**config.mk**
```make
export PLATFORM = sky130hd
export DESIGN_NAME = signed_int_to_decimal_ascii
export DESIGN_NICKNAME = d
export VERILOG_FILES = /design/src/hdl/sida_pkg.sv /design/src/hdl/sida_bcd.sv /design/src/hdl/signed_int_to_decimal_ascii.sv
export SDC_FILE = /design/constraint.sdc
export NUM_CORES = 1
export LEC_CHECK = 0
export BUFFER_PORTS_ARGS = -buffer_cell sky130_fd_sc_hd__buf_2
export CAP_MARGIN = 25
export CORE_MARGIN = 1
export CORE_UTILIZATION = 40
export DETAILED_ROUTE_END_ITERATION = 10
export GPL_ROUTABILITY_DRIVEN = 0
export SLEW_MARGIN = 40
export SYNTH_ARGS = -nofsm -noshare
export SYNTH_HDL_FRONTEND = slang
export SYNTH_HIERARCHICAL = 1
export SYNTH_SLANG_ARGS = --single-unit
export TNS_END_PERCENT = 10
```
**constraint.sdc**
```tcl
create_clock -name clk_i -period 2 [get_ports clk_i]
set_input_delay 0.2 -clock clk_i [delete_from_list [all_inputs] [get_ports clk_i]]
set_output_delay 0.2 -clock clk_i [all_outputs]
set_load 0.01 [all_outputs]
```
**src/hdl/sida_pkg.sv**
```systemverilog
`timescale 1ns / 1ps

package sida_pkg;

  localparam int unsigned VALUE_W = 32;
  localparam int unsigned NUM_DIG = 10;                 // max decimal digits of 2^31
  localparam int unsigned DIG_W   = 4;
  localparam int unsigned BCD_W   = NUM_DIG * DIG_W;
  localparam int unsigned CHAR_W  = 6;
  localparam int unsigned CNT_W   = $clog2(VALUE_W + 1);
  localparam int unsigned REM_W   = $clog2(NUM_DIG + 1);

  localparam logic [CHAR_W-1:0] CHAR_ZERO  = 6'd48;
  localparam logic [CHAR_W-1:0] CHAR_MINUS = 6'd45;

  typedef enum logic [2:0] {
    ST_IDLE,
    ST_CONV,
    ST_SKIP,
    ST_SIGN,
    ST_DIGIT
  } state_e;

  // control from the sequencer to the BCD shifter
  typedef struct packed {
    logic load;
    logic shift;
  } bcd_ctrl_t;

endpackage

```
**src/hdl/sida_bcd.sv**
```systemverilog
`timescale 1ns / 1ps

// Bit-serial double dabble: one binary bit enters per cycle.
// After conversion, shift moves the digit string up by one digit.
module sida_bcd (
  input  logic                          clk_i,
  input  logic                          rst_ni,
  input  sida_pkg::bcd_ctrl_t           ctrl_i,
  input  logic [sida_pkg::VALUE_W-1:0]  mag_i,
  output logic                          done_o,
  output logic [sida_pkg::DIG_W-1:0]    top_digit_o
);
  import sida_pkg::*;

  logic [VALUE_W-1:0] bin_q, bin_d;
  logic [BCD_W-1:0]   bcd_q, bcd_d;
  logic [BCD_W-1:0]   adj;
  logic [CNT_W-1:0]   cnt_q, cnt_d;
  logic               run_q, run_d;

  // add 3 to every digit of 5 or more before the shift
  always_comb begin
    for (int i = 0; i < NUM_DIG; i++) begin
      if (bcd_q[i*DIG_W +: DIG_W] >= DIG_W'(5)) begin
        adj[i*DIG_W +: DIG_W] = bcd_q[i*DIG_W +: DIG_W] + DIG_W'(3);
      end else begin
        adj[i*DIG_W +: DIG_W] = bcd_q[i*DIG_W +: DIG_W];
      end
    end
  end

  always_comb begin
    bin_d = bin_q;
    bcd_d = bcd_q;
    cnt_d = cnt_q;
    run_d = run_q;
    if (ctrl_i.load) begin
      bin_d = mag_i;
      bcd_d = '0;
      cnt_d = CNT_W'(VALUE_W);
      run_d = 1'b1;
    end else if (run_q) begin
      bcd_d = {adj[BCD_W-2:0], bin_q[VALUE_W-1]};
      bin_d = {bin_q[VALUE_W-2:0], 1'b0};
      cnt_d = cnt_q - 1'b1;
      run_d = (cnt_q != CNT_W'(1));
    end else if (ctrl_i.shift) begin
      bcd_d = {bcd_q[BCD_W-DIG_W-1:0], {DIG_W{1'b0}}};
    end
  end

  always_ff @(posedge clk_i or negedge rst_ni) begin
    if (!rst_ni) begin
      run_q <= 1'b0;
      cnt_q <= '0;
    end else begin
      run_q <= run_d;
      cnt_q <= cnt_d;
    end
  end

  always_ff @(posedge clk_i) begin
    bin_q <= bin_d;
    bcd_q <= bcd_d;
  end

  assign done_o      = run_q && (cnt_q == CNT_W'(1));
  assign top_digit_o = bcd_q[BCD_W-1 -: DIG_W];

endmodule

```
**src/hdl/signed_int_to_decimal_ascii.sv**
```systemverilog
`timescale 1ns / 1ps

// Signed 32-bit integer to decimal ASCII. A transaction is taken when start_i
// is high and busy_o is low; the block then stays busy until its last
// character has been issued. Characters leave most significant first, one per
// cycle, each marked by strobe_o for exactly one cycle, with last_o set on the
// final one; the receiver cannot stall them. A negative value gets a leading
// '-' (the most negative value included); zero gives "0"; no leading zeros.
// Steps per transaction: accept, bit-serial binary to BCD conversion (one
// input bit per cycle through the double-dabble shifter), dropping up to nine
// leading zero digits, then the characters (1 to 11). A new start can be
// taken the cycle after the final character is chosen. Skipped and emitted
// digits always total ten.
module signed_int_to_decimal_ascii (
  input  logic                          clk_i,
  input  logic                          rst_ni,
  input  logic                          start_i,
  output logic                          busy_o,
  input  logic signed [31:0]            value_i,
  output logic                          strobe_o,
  output logic [sida_pkg::CHAR_W-1:0]   char_code_o,
  output logic                          last_o
);
  import sida_pkg::*;

  state_e             state_q, state_d;
  logic               neg_q, neg_d;
  logic [REM_W-1:0]   rem_q, rem_d;        // digits still in the BCD string
  logic               strobe_q, strobe_d;
  logic [CHAR_W-1:0]  char_q, char_d;
  logic               last_q, last_d;

  bcd_ctrl_t          bcd_ctrl;
  logic [VALUE_W-1:0] mag;
  logic               bcd_done;
  logic [DIG_W-1:0]   top_digit;
  logic               accept;

  assign accept = start_i && (state_q == ST_IDLE);

  // two's complement magnitude; the most negative value maps to 2^31 unsigned
  assign mag = value_i[VALUE_W-1] ? (VALUE_W'(0) - VALUE_W'(value_i)) : VALUE_W'(value_i);

  sida_bcd u_bcd (
    .clk_i       (clk_i),
    .rst_ni      (rst_ni),
    .ctrl_i      (bcd_ctrl),
    .mag_i       (mag),
    .done_o      (bcd_done),
    .top_digit_o (top_digit)
  );

  always_comb begin
    state_d        = state_q;
    neg_d          = neg_q;
    rem_d          = rem_q;
    strobe_d       = 1'b0;
    char_d         = char_q;
    last_d         = last_q;
    bcd_ctrl.load  = 1'b0;
    bcd_ctrl.shift = 1'b0;
    case (state_q)
      ST_IDLE: begin
        if (accept) begin
          bcd_ctrl.load = 1'b1;
          neg_d         = value_i[VALUE_W-1];
          rem_d         = REM_W'(NUM_DIG);
          state_d       = ST_CONV;
        end
      end
      ST_CONV: begin
        if (bcd_done) begin
          state_d = ST_SKIP;
        end
      end
      ST_SKIP: begin
        // drop leading zeros, keeping at least one digit
        if ((top_digit == '0) && (rem_q != REM_W'(1))) begin
          bcd_ctrl.shift = 1'b1;
          rem_d          = rem_q - 1'b1;
        end else if (neg_q) begin
          state_d = ST_SIGN;
        end else begin
          state_d = ST_DIGIT;
        end
      end
      ST_SIGN: begin
        strobe_d = 1'b1;
        char_d   = CHAR_MINUS;
        last_d   = 1'b0;
        state_d  = ST_DIGIT;
      end
      ST_DIGIT: begin
        strobe_d       = 1'b1;
        char_d         = CHAR_ZERO + CHAR_W'(top_digit);
        last_d         = (rem_q == REM_W'(1));
        bcd_ctrl.shift = 1'b1;
        rem_d          = rem_q - 1'b1;
        if (rem_q == REM_W'(1)) begin
          state_d = ST_IDLE;
        end
      end
      default: begin
        state_d = ST_IDLE;
      end
    endcase
  end

  always_ff @(posedge clk_i or negedge rst_ni) begin
    if (!rst_ni) begin
      state_q  <= ST_IDLE;
      strobe_q <= 1'b0;
    end else begin
      state_q  <= state_d;
      strobe_q <= strobe_d;
    end
  end

  always_ff @(posedge clk_i) begin
    neg_q  <= neg_d;
    rem_q  <= rem_d;
    char_q <= char_d;
    last_q <= last_d;
  end

  assign busy_o      = (state_q != ST_IDLE);
  assign strobe_o    = strobe_q;
  assign char_code_o = char_q;
  assign last_o      = last_q;

  // characters are only a minus or a digit
  a_char_legal: assert property (@(posedge clk_i) disable iff (!rst_ni)
    strobe_o |-> (char_code_o == CHAR_MINUS) ||
                 ((char_code_o >= CHAR_ZERO) && (char_code_o <= CHAR_ZERO + CHAR_W'(9))))
    else $error("illegal character code");

  // a minus sign is never the final character and is followed by a digit
  a_minus_then_digit: assert property (@(posedge clk_i) disable iff (!rst_ni)
    (strobe_o && (char_code_o == CHAR_MINUS)) |-> !last_o ##1
      (strobe_o && (char_code_o != CHAR_MINUS)))
    else $error("minus sign not followed by a digit");

  // conversion leaves a gap: nothing right after the last character
  a_gap_after_last: assert property (@(posedge clk_i) disable iff (!rst_ni)
    (strobe_o && last_o) |=> !strobe_o)
    else $error("character issued right after last");

  // an accepted transaction makes the block busy
  a_accept_busy: assert property (@(posedge clk_i) disable iff (!rst_ni)
    (start_i && !busy_o) |=> (busy_o && !strobe_o))
    else $error("accept did not start a conversion");

endmodule

```
==> impl_metrics.tcl <==
set metrics [dict create \
    outcome "complete, but fails checks" \
    violations "negative setup slack" \
    crit_arrival_ns 2.27 \
    worst_slack_ns -0.0372 \
    max_slew.worst_pin.slew_ns 0.567 \
    synthFlopType "edfxtp_1" \
    clockRootBuffer "clkbuf_16" \
    dr.pass1.iters 5 \
    hp-class "input port to asynchronous set/reset pin" \
    numPortBuffers 42 \
    grt_first_pass_wirelength_mm 21.0 \
    start_kind "flop" \
    synthToLayoutAreaGrowth_pct 19.8 \
    critPathRequiredTime_ns 2.23 \
    routed_wl_mm 12.7 \
    ys_seq_elements 94 \
    rsz0062_at_grt "yes" \
    yosysWarnings 6 \
    finalClockSkew_ns 0.0119 \
    antenna_found_initial 0 \
    fin_crit_sh 1.02 \
    syn_area_mm2 0.00573 \
    start_util 0.411 \
    ios 44 \
    hold_slack_ns 0.282 \
    grt_remaining_overflow 0 \
    avgSynthCellArea_um2 10.2 \
    ys_seq_area_frac 0.413 \
    drive_gt1_frac 0.279 \
    crit_type "flop to flop" \
    die_h_um 122 \
    ir_worst_vdd_mv 0.586 \
    num_rows 43 \
    nNetsFinal 689 \
    ys_types 52 \
    clock-sinks 94 \
    clock_tree.htree_level_count 3 \
    vias 4544 \
    die_x_um 122 \
    first_global_vias 4460 \
    relSlewSlack 0.622 \
    synth-edff-count 43 \
    post_drt_wl_per_cell_um 15.6 \
    maxCapViolCount 0 \
    dp_hpwl_mm 8.50 \
    clk_latency_ns 0.35 \
    tritoncts "done" \
    max_freq_ghz 0.491 \
    ant_nets 0 \
    cp_max_fo 6 \
    via_per_inst 5.58 \
    design.core.area_mm2 0.0139 \
    fin_crit_ns 2.04 \
    drt_iter0_drc 269 \
    clockBufferDepth 2 \
    hold_violations 0 \
    leakage_uw 0.00256 \
    clk_pin_slew_ns 0.07 \
    report.final.slew_viol_count 0 \
    end_kind "flop" \
    drc 0 \
    syn_inst 564 \
    setup_viol 12 \
    nFillCells 1266 \
    grt_usage 0.180 \
    grt_max_degree 39 \
    die_area_mm2 0.0148 \
    dp.cells 788 \
    pre_cts_slack_ns -0.100 \
    p_per_area_mw_per_mm2 1310 \
    syn_nets 624 \
    finalNonFillerCells 814 \
    synthArstFlopShare 0.117 \
    antenna_cells 0 \
    numCtsBuffers 9 \
]
## routing by layer
| metal | GRT usage | part of all wire | wire (um) |
|---|---|---|---|
| met5 | 0 | 0 | 0 |
| met4 | 0.0648 | 0.014 | 178 |
| met3 | 0.0473 | 0.043 | 543 |
| met2 | 0.304 | 0.48 | 6090 |
| met1 | 0.222 | 0.46 | 5920 |
## area by class of cell
cell class,instances,area (um^2),share of cell area
multi-input cells,403,3180,0.463
flip-flops and latches,94,2370,0.345
repair buffers,88,653,0.0952
clock buffers,13,293,0.0427
well taps,180,225,0.0328
inverters,33,124,0.0181
clock inverters,3,20.0,0.00292
## flip-flops by register name, indices dropped and copies added (netlist names)
name,count
state_q,3
last_o,1
char_code_o,5
rem_q,4
strobe_o,1
u_bcd/bcd_q,40
u_bcd/bin_q,32
u_bcd/cnt_q,6
u_bcd/run_q,1
neg_q,1
## metrics by stage
stage | setup TNS, ns | total power [uW] | cell area [um^2] | utilization
2_1_floorplan | -0.0620 | 6150 | 5750 | -
3_3_place_gp | -0.277 | 6960 | 6320 | 0.454
3_5_place_dp | -0.835 | 7130 | 6320 | 0.454
4_1_cts | -0.0582 | 8940 | 6720 | 0.482
5_1_grt | -1.75 | 9710 | 6860 | 0.492
6_report | -0.174 | 9010 | 6860 | 0.492
## repair_timing
item	in CTS	in global routing
endpoints found under the hold margin	11	0
pin swaps	1	14
setup buffers	5	2
hold buffers	1	0
gates resized for setup	2	25
setup endpoints to repair	15	36
gates cloned	1	1
## cell usage in the layout, fill, tap and decap left out, types with 11 or more instances in the layout
master	netlist	final
or3_1	15	14
o21ai_0	28	28
nand2_1	22	22
xnor2_1	34	34
inv_1	32	31
clkbuf_16	0	12
a211oi_1	19	14
ha_1	25	24
nand2b_1	16	16
nor3_1	18	18
buf_4	8	37
edfxtp_1	43	43
o221ai_1	11	11
nand4b_1	19	19
dfxtp_1	40	40
mux2_2	38	38
buf_2	14	42
mux2i_1	12	11
nor2_1	28	22
a21oi_1	35	34
## critical path: stages (launching register included)
cell,delay [ns]
edfxtp_1,0.44
ha_4,0.18
or3b_4,0.24
nand3_4,0.08
a21oi_4,0.23
buf_12,0.16
clkbuf_16,0.15
buf_4,0.13
nor2_4,0.03
a211oi_2,0.21
a211oi_1,0.07
## power breakdown
part	leakage [uW]	total, uW	switching [uW]	internal [uW]
Combinational	0.00149	3610	1820	1790
Sequential	0.000911	3630	655	2970
Clock	0.000153	1770	741	1030
Total	0.00256	9010	3220	5800
## cell usage after synthesis (all sizes together), types with 11 or more instances
master / count / area, um^2
or3: 15 / 93.8
dfrtp: 11 / 275
edfxtp: 43 / 1290
xnor2: 34 / 298
dfxtp: 40 / 801
inv: 33 / 124
nor2: 28 / 105
ha: 25 / 313
a211oi: 19 / 143
buf: 25 / 141
o21ai: 32 / 160
nand2: 22 / 82.6
o221ai: 11 / 96.3
a21oi: 35 / 175
mux2: 38 / 428
mux2i: 12 / 120
nor3: 19 / 100
nand4b: 19 / 166
nand2b: 16 / 100
## final timing paths
path / slack [ns] / cells after the start / end / start
max: -0.04 / 10 / u_bcd/bcd_q[16] / rem_q[0]
min reg2reg: 0.48 / 2 / u_bcd/bcd_q[0] / u_bcd/bin_q[31]
min in group clk_i: 0.29 / 3 / u_bcd/bin_q[22] / value_i[22]
max reg2reg: -0.04 / 10 / u_bcd/bcd_q[16] / rem_q[0]
max in group asynchronous: 1.49 / 2 / u_bcd/run_q / rst_ni
min: 0.28 / 2 / state_q[0] / rst_ni
## kinds of logic (layout without fill, tap and decap cells)
family	count (synthesis)	after routing	share of synthesized area
AO/OA/AOI/OAI	137	137	0.164
XOR/XNOR	36	36	0.0551
adder cells (fa/ha/maj)	25	25	0.0546
buffers and inverters	67	137	0.0522
flip-flops	94	94	0.413
multiplexers	50	50	0.0957
other	1	1	0.000655
AND/OR/NAND/NOR	154	154	0.164
No activity file was read; power rests on OpenSTA's default activity.
